**src/pshtn_pkg.sv**
```systemverilog
// Package for the sampling profiler histogram: item structs, opcodes,
// configuration indexes, controller states and the command/status bundles.
// No dependencies.
`timescale 1ns / 1ps
`default_nettype none

package pshtn_pkg;

    localparam int unsigned CFG_IDX_W   = 1;
    localparam int unsigned CFG_DATA_W  = 5;
    localparam int unsigned DEFAULT_TOP = 10;
    localparam int unsigned PCT_SCALE   = 100;
    localparam logic [4:0]  GSHIFT_RST  = 5'd4;

    typedef enum logic [1:0] {
        OP_SAMPLE = 2'd0,
        OP_DUMP   = 2'd1,
        OP_CLEAR  = 2'd2
    } t_opcode;

    typedef enum logic [CFG_IDX_W-1:0] {
        CFG_ENABLE  = 1'b0,
        CFG_GSHIFT  = 1'b1
    } t_cfg_reg;

    typedef struct packed {
        logic [1:0]  opcode;
        logic [31:0] pc_value;
        logic [7:0]  report_count;
    } t_in_item;

    typedef struct packed {
        logic [31:0] total_samples;
        logic [6:0]  rank;
        logic [31:0] bucket_base;
        logic [31:0] hit_count;
        logic [6:0]  percent;
        logic        entry_valid;
        logic        last;
    } t_out_item;

    typedef enum logic [3:0] {
        ST_IDLE,
        ST_MOD,
        ST_SWR,
        ST_SCAN,
        ST_DRAIN,
        ST_MUL,
        ST_DIV,
        ST_EMIT,
        ST_EMPTY
    } t_state;

    typedef struct packed {
        logic accept;
        logic dump_init;
        logic clear;
        logic mod_step;
        logic smp_rd;
        logic smp_wr;
        logic scan_rd;
        logic scan_init;
        logic mul;
        logic div_step;
        logic load_entry;
        logic load_empty;
        logic mark;
    } t_cmd;

    typedef struct packed {
        logic enable;
        logic total_zero;
        logic mod_done;
        logic scan_last;
        logic best_zero;
        logic div_done;
        logic last_entry;
        logic out_free;
    } t_status;

endpackage

`default_nettype wire

```
**src/pshtn_ctrl.sv**
```systemverilog
// Controller of the histogram: sequences samples, clears and dumps.
// Depends on pshtn_pkg; drives the datapath through t_cmd, reads t_status.
`timescale 1ns / 1ps
`default_nettype none

module pshtn_ctrl
    import pshtn_pkg::*;
(
    input  wire logic    i_clk,
    input  wire logic    i_rst_n,
    input  wire logic    i_in_valid,
    input  wire logic [1:0] i_opcode,
    output logic         o_in_ready,
    input  wire t_status i_status,
    output t_cmd         o_cmd
);

    t_state r_state;
    t_state n_state;

    always_ff @(posedge i_clk) begin
        if (!i_rst_n) begin
            r_state <= ST_IDLE;
        end else begin
            r_state <= n_state;
        end
    end

    always_comb begin
        n_state    = r_state;
        o_cmd      = '0;
        o_in_ready = 1'b0;
        unique case (r_state)
            ST_IDLE: begin
                o_in_ready = 1'b1;
                if (i_in_valid) begin
                    o_cmd.accept = 1'b1;
                    unique case (i_opcode)
                        OP_SAMPLE: begin
                            if (i_status.enable) begin
                                n_state = ST_MOD;
                            end
                        end
                        OP_DUMP: begin
                            o_cmd.dump_init = 1'b1;
                            o_cmd.scan_init = 1'b1;
                            n_state = i_status.total_zero ? ST_EMPTY : ST_SCAN;
                        end
                        OP_CLEAR: begin
                            o_cmd.clear = 1'b1;
                        end
                        default: begin
                            n_state = ST_IDLE;
                        end
                    endcase
                end
            end
            ST_MOD: begin
                if (i_status.mod_done) begin
                    o_cmd.smp_rd = 1'b1;
                    n_state = ST_SWR;
                end else begin
                    o_cmd.mod_step = 1'b1;
                end
            end
            ST_SWR: begin
                o_cmd.smp_wr = 1'b1;
                n_state = ST_IDLE;
            end
            ST_SCAN: begin
                o_cmd.scan_rd = 1'b1;
                if (i_status.scan_last) begin
                    n_state = ST_DRAIN;
                end
            end
            ST_DRAIN: begin
                n_state = ST_MUL;
            end
            ST_MUL: begin
                // nothing left to report on the first pass: empty result
                if (i_status.best_zero) begin
                    n_state = ST_EMPTY;
                end else begin
                    o_cmd.mul = 1'b1;
                    n_state = ST_DIV;
                end
            end
            ST_DIV: begin
                o_cmd.div_step = 1'b1;
                if (i_status.div_done) begin
                    n_state = ST_EMIT;
                end
            end
            ST_EMIT: begin
                if (i_status.out_free) begin
                    o_cmd.load_entry = 1'b1;
                    if (i_status.last_entry) begin
                        n_state = ST_IDLE;
                    end else begin
                        o_cmd.mark      = 1'b1;
                        o_cmd.scan_init = 1'b1;
                        n_state = ST_SCAN;
                    end
                end
            end
            ST_EMPTY: begin
                if (i_status.out_free) begin
                    o_cmd.load_empty = 1'b1;
                    n_state = ST_IDLE;
                end
            end
            default: begin
                n_state = ST_IDLE;
            end
        endcase
    end

endmodule

`default_nettype wire

```
**config.mk**
```make
export PLATFORM = sky130hd
export DESIGN_NAME = pshtn_ctrl
export DESIGN_NICKNAME = d
export VERILOG_FILES = /design/src/pshtn_pkg.sv /design/src/pshtn_ctrl.sv
export SDC_FILE = /design/constraint.sdc
export NUM_CORES = 1
export LEC_CHECK = 0
export BUFFER_PORTS_ARGS = -buffer_cell sky130_fd_sc_hd__buf_4
export CAP_MARGIN = 40
export CORE_AREA = 2 2 39 41
export CTS_CLUSTER_DIAMETER = 150
export DETAILED_ROUTE_END_ITERATION = 12
export DIE_AREA = 0 0 41 43
export GPL_TIMING_DRIVEN = 0
export HOLD_SLACK_MARGIN = 0.03
export PLACE_DENSITY = 0.65
export RECOVER_POWER = 25
export SLEW_MARGIN = 20
export SYNTH_ARGS = -nofsm -noshare
export SYNTH_HDL_FRONTEND = slang
export SYNTH_SLANG_ARGS = --single-unit
```
**constraint.sdc**
```tcl
create_clock -name i_clk -period 1.75 [get_ports i_clk]
set_clock_uncertainty 0.05 [all_clocks]
set_input_delay 0 -clock i_clk [delete_from_list [all_inputs] [get_ports i_clk]]
set_output_delay 0 -clock i_clk [all_outputs]
set_load 0.01 [all_outputs]
```
======== Word-level counts from Yosys, hierarchy flattened ========
Cells that the tools add are included.
Widths: inputs -> output; s select.
word-level totals
  register bits after elaboration ......... 4
  bits of input ports ..................... 13
  output and inout port bits .............. 14
  logic and storage cells ................. 55
cells by class
  equality and inequality tests ........... 18
  multiplexer cells ....................... 33
  reduce and logical (&&, ||, !) cells .... 3
operators by type and width
  operator            count
  $mux 4              9
  $pmux 4 s8          1
  $mux 1              17
  $eq 4x3->1 const B  4
  $ne 2x2->1 const B  7
  $pmux 4 s3          1
  $eq 4x2->1 const B  2
  $reduce_and 8->1    1
  $mux 3              2
  $eq 4x1->1 const B  1
  $eq 4x4->1 const B  1
  $logic_not 4->1     1
  $mux 2              2
  $ne 3x3->1 const B  1
  $eq 2x1->1 const B  1
  $eq 2x2->1 const B  1
  $logic_not 2->1     1
  $pmux 1 s2          1

======== Logic depth before layout (Yosys ltp) ========
Gate-level depths: netlist of the first run.
  word-level depth ........................ 4
  depth in mapped cells ................... 6
  depth with buffers taken out ............ 5

======== Least setup slack after synthesis of the first run ========
OpenSTA, ideal clock, no wires.
  path type ............................... reg-to-reg
  start ................................... reg r_state[1]
  end ..................................... reg r_state[3]
  setup time .............................. 0.115 ns
  arrival ................................. 1.430 ns
  required time ........................... 1.585 ns
  setup slack ............................. 0.155 ns
  stages on the path, launching flop included .. 6
  path buffers ............................ 0
  period minus slack after synthesis ...... 1.595 ns
  cell sequence ........................... dfxtp_1 -> or4b_4 -> a21oi_2 -> a211oi_2 -> nor2b_1 -> o21a_1
on the way
  word-level cells in the longest chain between the ends .. 3
  elaborated cells on any way between the ends .. 18
  those cells by class .................... 15 x eq/ne; 1 x mux; 2 x reduce/logical
RTL lines
  element                                             line              RTL
  start: declaration                                  pshtn_ctrl.sv:18  t_state r_state;
  start signal: assignment                            pshtn_ctrl.sv:25  r_state <= n_state;
  $eq 4x1->1, or another cell as far along            pshtn_ctrl.sv:33  unique case (r_state)
  $ne 2x2->1 (no line) or $ne 3x3->1 (tied branches)  --
  $reduce_and 8->1 (no line)                          --
Several ways; a longest one is shown, not always the timed one.
A chain may end at the register's enable or synchronous reset.

======== Worst setup path after layout of the first run ========
Ends and elaborated chain as after synthesis.

==> flow_metrics.py, run 1 <==
metrics = {
    "cells_and_area": {
        "nets": 110,
        "reg.largest.list": "r_state (4)",
        "largest_register": "r_state",
        "drive_above_1_share_pct": 45.3,
        "n_antenna_cell": 0,
        "fin_util_pct": 54.0,
        "largest_register_ff_count": 4,
        "nFillCells": 138,
        "area_growth_pct": 59.6,
    },
    "drt": {
        "drtIter0Drc": 6,
        "dr.pass1.iters": 4,
        "finalWirelength_microns": 1380,
        "wl_per_cell_microns": 12.4,
        "antenna_left": 0,
        "via_count": 602,
        "drt-vias-per-instance": 5.42,
        "drcViolationCount": 0,
    },
    "clocking": {
        "post_cts_buffers": 0,
        "cts_tree": "yes",
        "clock_path_buffers": 2,
        "cts-root-buf": "clkbuf_4",
        "cts-htree-levels": 1,
        "clock_sinks": 4,
        "clk_pin_slew_worst_paths_ps": 30,
        "cts_buffers": 3,
        "clk_latency_ps": 230,
    },
    "floorplanning": {
        "ios": 27,
        "row_count": 14,
        "die_y_microns": 43,
        "chipWidth_microns": 41,
        "die-area_sq_mm": 0.00176,
        "initial_core_util_pct": 33.8,
        "coreArea_sq_mm": 0.00138,
    },
    "critical_path": {
        "cp_slowest_cell": "or4b_4",
        "cp_max_fo": 6,
        "crit_path_end_kind": "flop",
        "r2r_cells": 5,
        "r2r-end": "r_state[3]",
        "required_ps": 1810,
        "cp-start-kind": "flop",
        "worstSetupPathType": "reg -> reg",
        "critical_path_arrival_ps": 1730,
        "setup.worst_path.end": "r_state[3]",
        "r2r_setup_slack_ps": 90,
        "path_cells": "or4b_4 -> a21oi_2 -> a211oi_2 -> nor2b_1 -> o21a_1",
        "startpoint": "r_state[1]",
        "critPathMaxStageDelay_ps": 560,
        "reg2reg_from": "r_state[1]",
    },
    "sta": {
        "worst_slack_ps": 85.8,
        "tns_ps": 0,
        "slew_viol_final": 0,
        "max_slew_margin_pct": 73.7,
        "setup_violations": 0,
        "period_share_pct": 95.1,
        "worst_pin_slew_ps": 393,
        "hold_viol_final": 0,
        "fin_crit_ps": 1660,
        "fmax_mhz": 601,
    },
    "logic_synthesis": {
        "yosysTopAreaCell": "dfxtp_1",
        "yosysMostFrequentCell": "nand2_1",
        "synth_area_leaders": "dfxtp_1 17%, nand2_1 6.4%, o211a_1 4.3%, nor2_1 4.0%, nor2b_1 4.0%",
        "syn_avg_cell_area_sq_um": 7.20,
        "seq_area_frac_synth_pct": 17.1,
        "ys_warn_count": 0,
        "synth_ff_type": "dfxtp_1",
        "synthArstFlopShare_pct": 0,
        "synth_edf_count": 0,
        "synth_top_area_share_pct": 17.1,
        "netlist_area_sq_um": 468,
        "ys_types": 35,
        "synth_fp_nets": 78,
        "ys_seq_elements": 4,
        "synthTopCellsByCount": "8 x nand2_1, 5 x nor2_1, 4 x dfxtp_1, 4 x inv_1",
        "syn_inst": 65,
    },
    "power_and_ir_drop": {
        "peakVddDrop_uv": 618,
        "leakage_nw": 0.355,
        "powerDensity_mw_per_mm2": 989,
        "power_mw": 0.739,
    },
    "global_routing": {
        "grt_overflow_total": 0,
        "grt_pass1_wl_microns": 1990,
        "grt_pass1_vias": 479,
        "antenna_found_initial": 0,
        "grt_usage_pct": 16.7,
        "grt_max_degree": 11,
    },
    "status": {
        "status": "finished, final reports clean",
    },
    "flow_run": {
        "drv_cap": 0,
    },
    "worst_hold_path": {
        "hold_path.class": "in -> reg",
    },
    "place": {
        "preCtsSetupSlack_ps": 17.9,
        "hpwl_microns": 1090,
        "portBuffers": 26,
        "finalWeightedCongestion": 0.790,
    },
}
==> where the power goes <==
group          total (mW)  internal [mW]  switching [mW]  leakage, nW
registers           0.162          0.118          0.0432       0.0339
clock network       0.109         0.0764          0.0325       0.0138
logic               0.468          0.231           0.238        0.307
==> kinds of logic after synthesis <==
logic type	Yosys count	synth area share, %
AO/OA/AOI/OAI	17	27.3
buffers and inverters	8	7.75
flip-flops	4	17.1
multiplexers	1	2.41
AND/OR/NAND/NOR	35	45.5
==> area by class of cell <==
class                   instances  area, sq um  share of cell area [%]
repair buffers                 27          205                    27.5
clock buffers                   3         22.5                    3.02
inverters                       4         15.0                    2.01
well taps                      16         20.0                    2.68
flip-flops and latches          4         83.8                    11.2
plain buffers                   4         32.5                    4.36
multi-input cells              53          368                    49.2
==> repair_timing <==
item                       in CTS  in global routing
hold buffers                    1                  0
hold endpoints to repair        4                  0
gates resized for setup         0                 11
setup endpoints to repair       0                  5
==> how the worst min path moves through the flow <==
stage	startpoint	end	depth (start not counted)
6_report	i_status[0]	r_state[3]	3
5_1_grt	i_status[0]	r_state[3]	3
3_5_place_dp	i_rst_n	r_state[3]	2
3_3_place_gp	i_rst_n	r_state[3]	2
4_1_cts	i_status[0]	r_state[3]	3
2_1_floorplan	i_status[3]	o_cmd[4]	1
==> layer usage <==
layer	routed length [microns]	global-route usage (%)	share of wire (%)
met3	96	1.57	7.0
met2	703	25.9	51
met5	0	0	0
met1	580	21.4	42
met4	0	9.33	0
==> layout by cell type, fill, tap and decap left out, types with 3 or more instances in the layout <==
cell type  Yosys  final
a21oi_1        3      3
buf_4          1     26
clkbuf_4       0      3
dfxtp_2        0      3
inv_1          4      4
nand2_1        8      8
nor2_1         5      5
nor2b_1        3      3
o21ai_0        3      3
or2_1          3      3
==> metrics by stage <==
stage,hold slack (ps),cells,cell area [sq um]
global placement,200,107,683
detailed placement,206,107,683
finish,97.1,111,747
global route,95.6,111,747
CTS,90.5,111,716
floorplan,0.398,65,468
==> critical path, delay by kind of cell, from the launching register on <==
family,cells,cell delay [ps]
and+or+nand+nor,2,730
DFF,1,340
AOI/OAI and AO/OA,3,430
Power figures use the tool's default switching activity.
==> run 2: changes to the inputs <==
Clock period 1.75 ns to 1.7 ns, I/O delays scaled along.
==> flow_metrics.py, run 2 (synthesis results as in run 1) <==
metrics = {
    "critical_path": {
        "worstSetupPathType": "reg -> reg",
        "critPathMaxStageDelay_ps": 550,
        "path_cells": "or4b_4 -> a21oi_2 -> a211oi_2 -> nor2b_2 -> o21a_1",
        "r2r_cells": 5,
        "required_ps": 1760,
        "cp_slowest_cell": "or4b_4",
        "reg2reg_from": "r_state[2]",
        "r2r-end": "r_state[3]",
        "cp-start-kind": "flop",
        "critical_path_arrival_ps": 1710,
        "crit_path_end_kind": "flop",
        "cp_max_fo": 6,
        "r2r_setup_slack_ps": 50,
    },
    "drt": {
        "via_count": 595,
        "drt-vias-per-instance": 5.31,
        "dr.pass1.iters": 2,
        "wl_per_cell_microns": 12.3,
        "finalWirelength_microns": 1380,
        "drtIter0Drc": 3,
        "drcViolationCount": 0,
        "antenna_left": 0,
    },
    "power_and_ir_drop": {
        "powerDensity_mw_per_mm2": 1010,
        "p_switching_mw": 0.323,
        "peakVddDrop_uv": 658,
        "p_clk_share_pct": 14.5,
        "p_comb_share_pct": 63.9,
        "seq_power_share_pct": 21.6,
        "p_sw_share_pct": 41.8,
        "leakage_nw": 0.360,
        "p_int_mw": 0.450,
    },
    "clocking": {
        "clk_latency_ps": 230,
        "clock_path_buffers": 2,
        "cts_buffers": 3,
        "clock_sinks": 4,
        "clk_pin_slew_worst_paths_ps": 30,
        "cts_tree": "yes",
        "cts-root-buf": "clkbuf_4",
        "cts-htree-levels": 1,
    },
    "cells_and_area": {
        "area_growth_pct": 63.9,
        "drive_above_1_share_pct": 50.0,
        "n_antenna_cell": 0,
        "reg.largest.list": "r_state (4)",
        "stdcell_area_sq_um": 767,
        "final_cell_mix": "28 x buf_4, 8 x nand2_1, 5 x nor2_1",
        "final_common_cell": "buf_4",
        "nets": 111,
        "largest_register_ff_count": 4,
        "largest_register": "r_state",
        "fin_util_pct": 55.4,
    },
    "floorplanning": {
        "row_count": 14,
        "initial_core_util_pct": 33.8,
        "chipWidth_microns": 41,
        "ios": 27,
        "die-area_sq_mm": 0.00176,
        "die_y_microns": 43,
        "coreArea_sq_mm": 0.00138,
    },
    "place": {
        "place_area_sq_um": 683,
        "hpwl_microns": 1090,
        "portBuffers": 26,
        "finalWeightedCongestion": 0.790,
    },
    "sta": {
        "hold_viol_final": 0,
        "slew_viol_final": 0,
        "fin_crit_ps": 1650,
        "setup_violations": 0,
        "period_share_pct": 96.9,
        "max_slew_margin_pct": 73.3,
        "fmax_mhz": 607,
        "hold_ws_ps": 98.1,
        "worst_pin_slew_ps": 400,
    },
    "global_routing": {
        "grt_pass1_vias": 482,
        "grt_max_degree": 11,
        "grt_overflow_total": 0,
        "grt_pass1_wl_microns": 2010,
        "antenna_found_initial": 0,
        "grt_usage_pct": 16.9,
    },
    "flow_run": {
        "drv_cap": 0,
    },
    "worst_hold_path": {
        "hold_start": "i_status[0]",
        "hold_end": "r_state[3]",
        "hold_path_depth": 3,
        "hold_path.class": "in -> reg",
    },
    "status": {
        "status": "finished, final reports clean",
    },
}
==> run 2: changes by cell type in the layout (fill, tap and decap cells not counted), sizes merged <==
| cell | delta |
|---|---|
| buf | +1 |
==> run 2: metrics by stage <==
stage	instances	setup slack, ps	power [mW]	TNS (ps)
finish	112	52.7	0.773	0
global route	112	-2.55	0.840	-3.49
CTS	111	-46.2	0.739	-46.2
detailed placement	107	-32.1	0.611	-32.1
global placement	107	-31.6	0.600	-31.6
floorplan	65	105	0.435	0
==> run 2: how the worst max path moves through the flow <==
| stage | startpoint | endpoint | slack [ps] | cells past startpoint |
|---|---|---|---|---|
| 6_report | r_state[2] | r_state[3] | 50 | 5 |
| 5_1_grt | r_state[2] | r_state[3] | -3 | 6 |
| 4_1_cts | r_state[1] | o_cmd[5] | -50 | 5 |
| 3_5_place_dp | r_state[2] | r_state[3] | -30 | 6 |
| 3_3_place_gp | r_state[2] | r_state[3] | -30 | 6 |
| 2_1_floorplan | r_state[1] | r_state[3] | 110 | 5 |
==> run 2: worst max-delay path, delay by kind of cell, from the launching register on <==
family	cells	cell delay (ps)
flops	1	330
compound gates	3	410
simple gates	2	740
==> run 2: per-layer routing <==
metal | part of all wire, % | GRT usage, % | up-vias
met5 | 0 | 0 | -
met4 | 0 | 9.33 | 0
met3 | 6.4 | 1.57 | 0
met2 | 51 | 25.9 | 16
met1 | 43 | 22.1 | 277
li1 | - | - | 302
==> run 2: layout make-up <==
cell class	count	area [sq um]
flip-flops and latches	4	85.1
fillers	135	617
inverters	4	15.0
repair buffers	28	213
clock buffers	3	22.5
multi-input cells	53	377
plain buffers	4	35.0
well taps	16	20.0
==> run 2: timing repair <==
action                                  in CTS  in global routing
gates resized for setup                      1                 16
hold buffers                                 1                  0
pin swaps                                    1                  5
endpoints found under the setup margin       3                  6
buffers inserted                             0                  1
endpoints found under the hold margin        4                  0
==> run 2: power by group through the flow <==
stage	logic, mW	clock network [mW]	registers, mW
floorplan	0.292	0	0.144
global placement	0.448	0	0.153
detailed placement	0.457	0	0.153
CTS	0.465	0.121	0.153
global route	0.538	0.129	0.174
finish	0.494	0.112	0.167
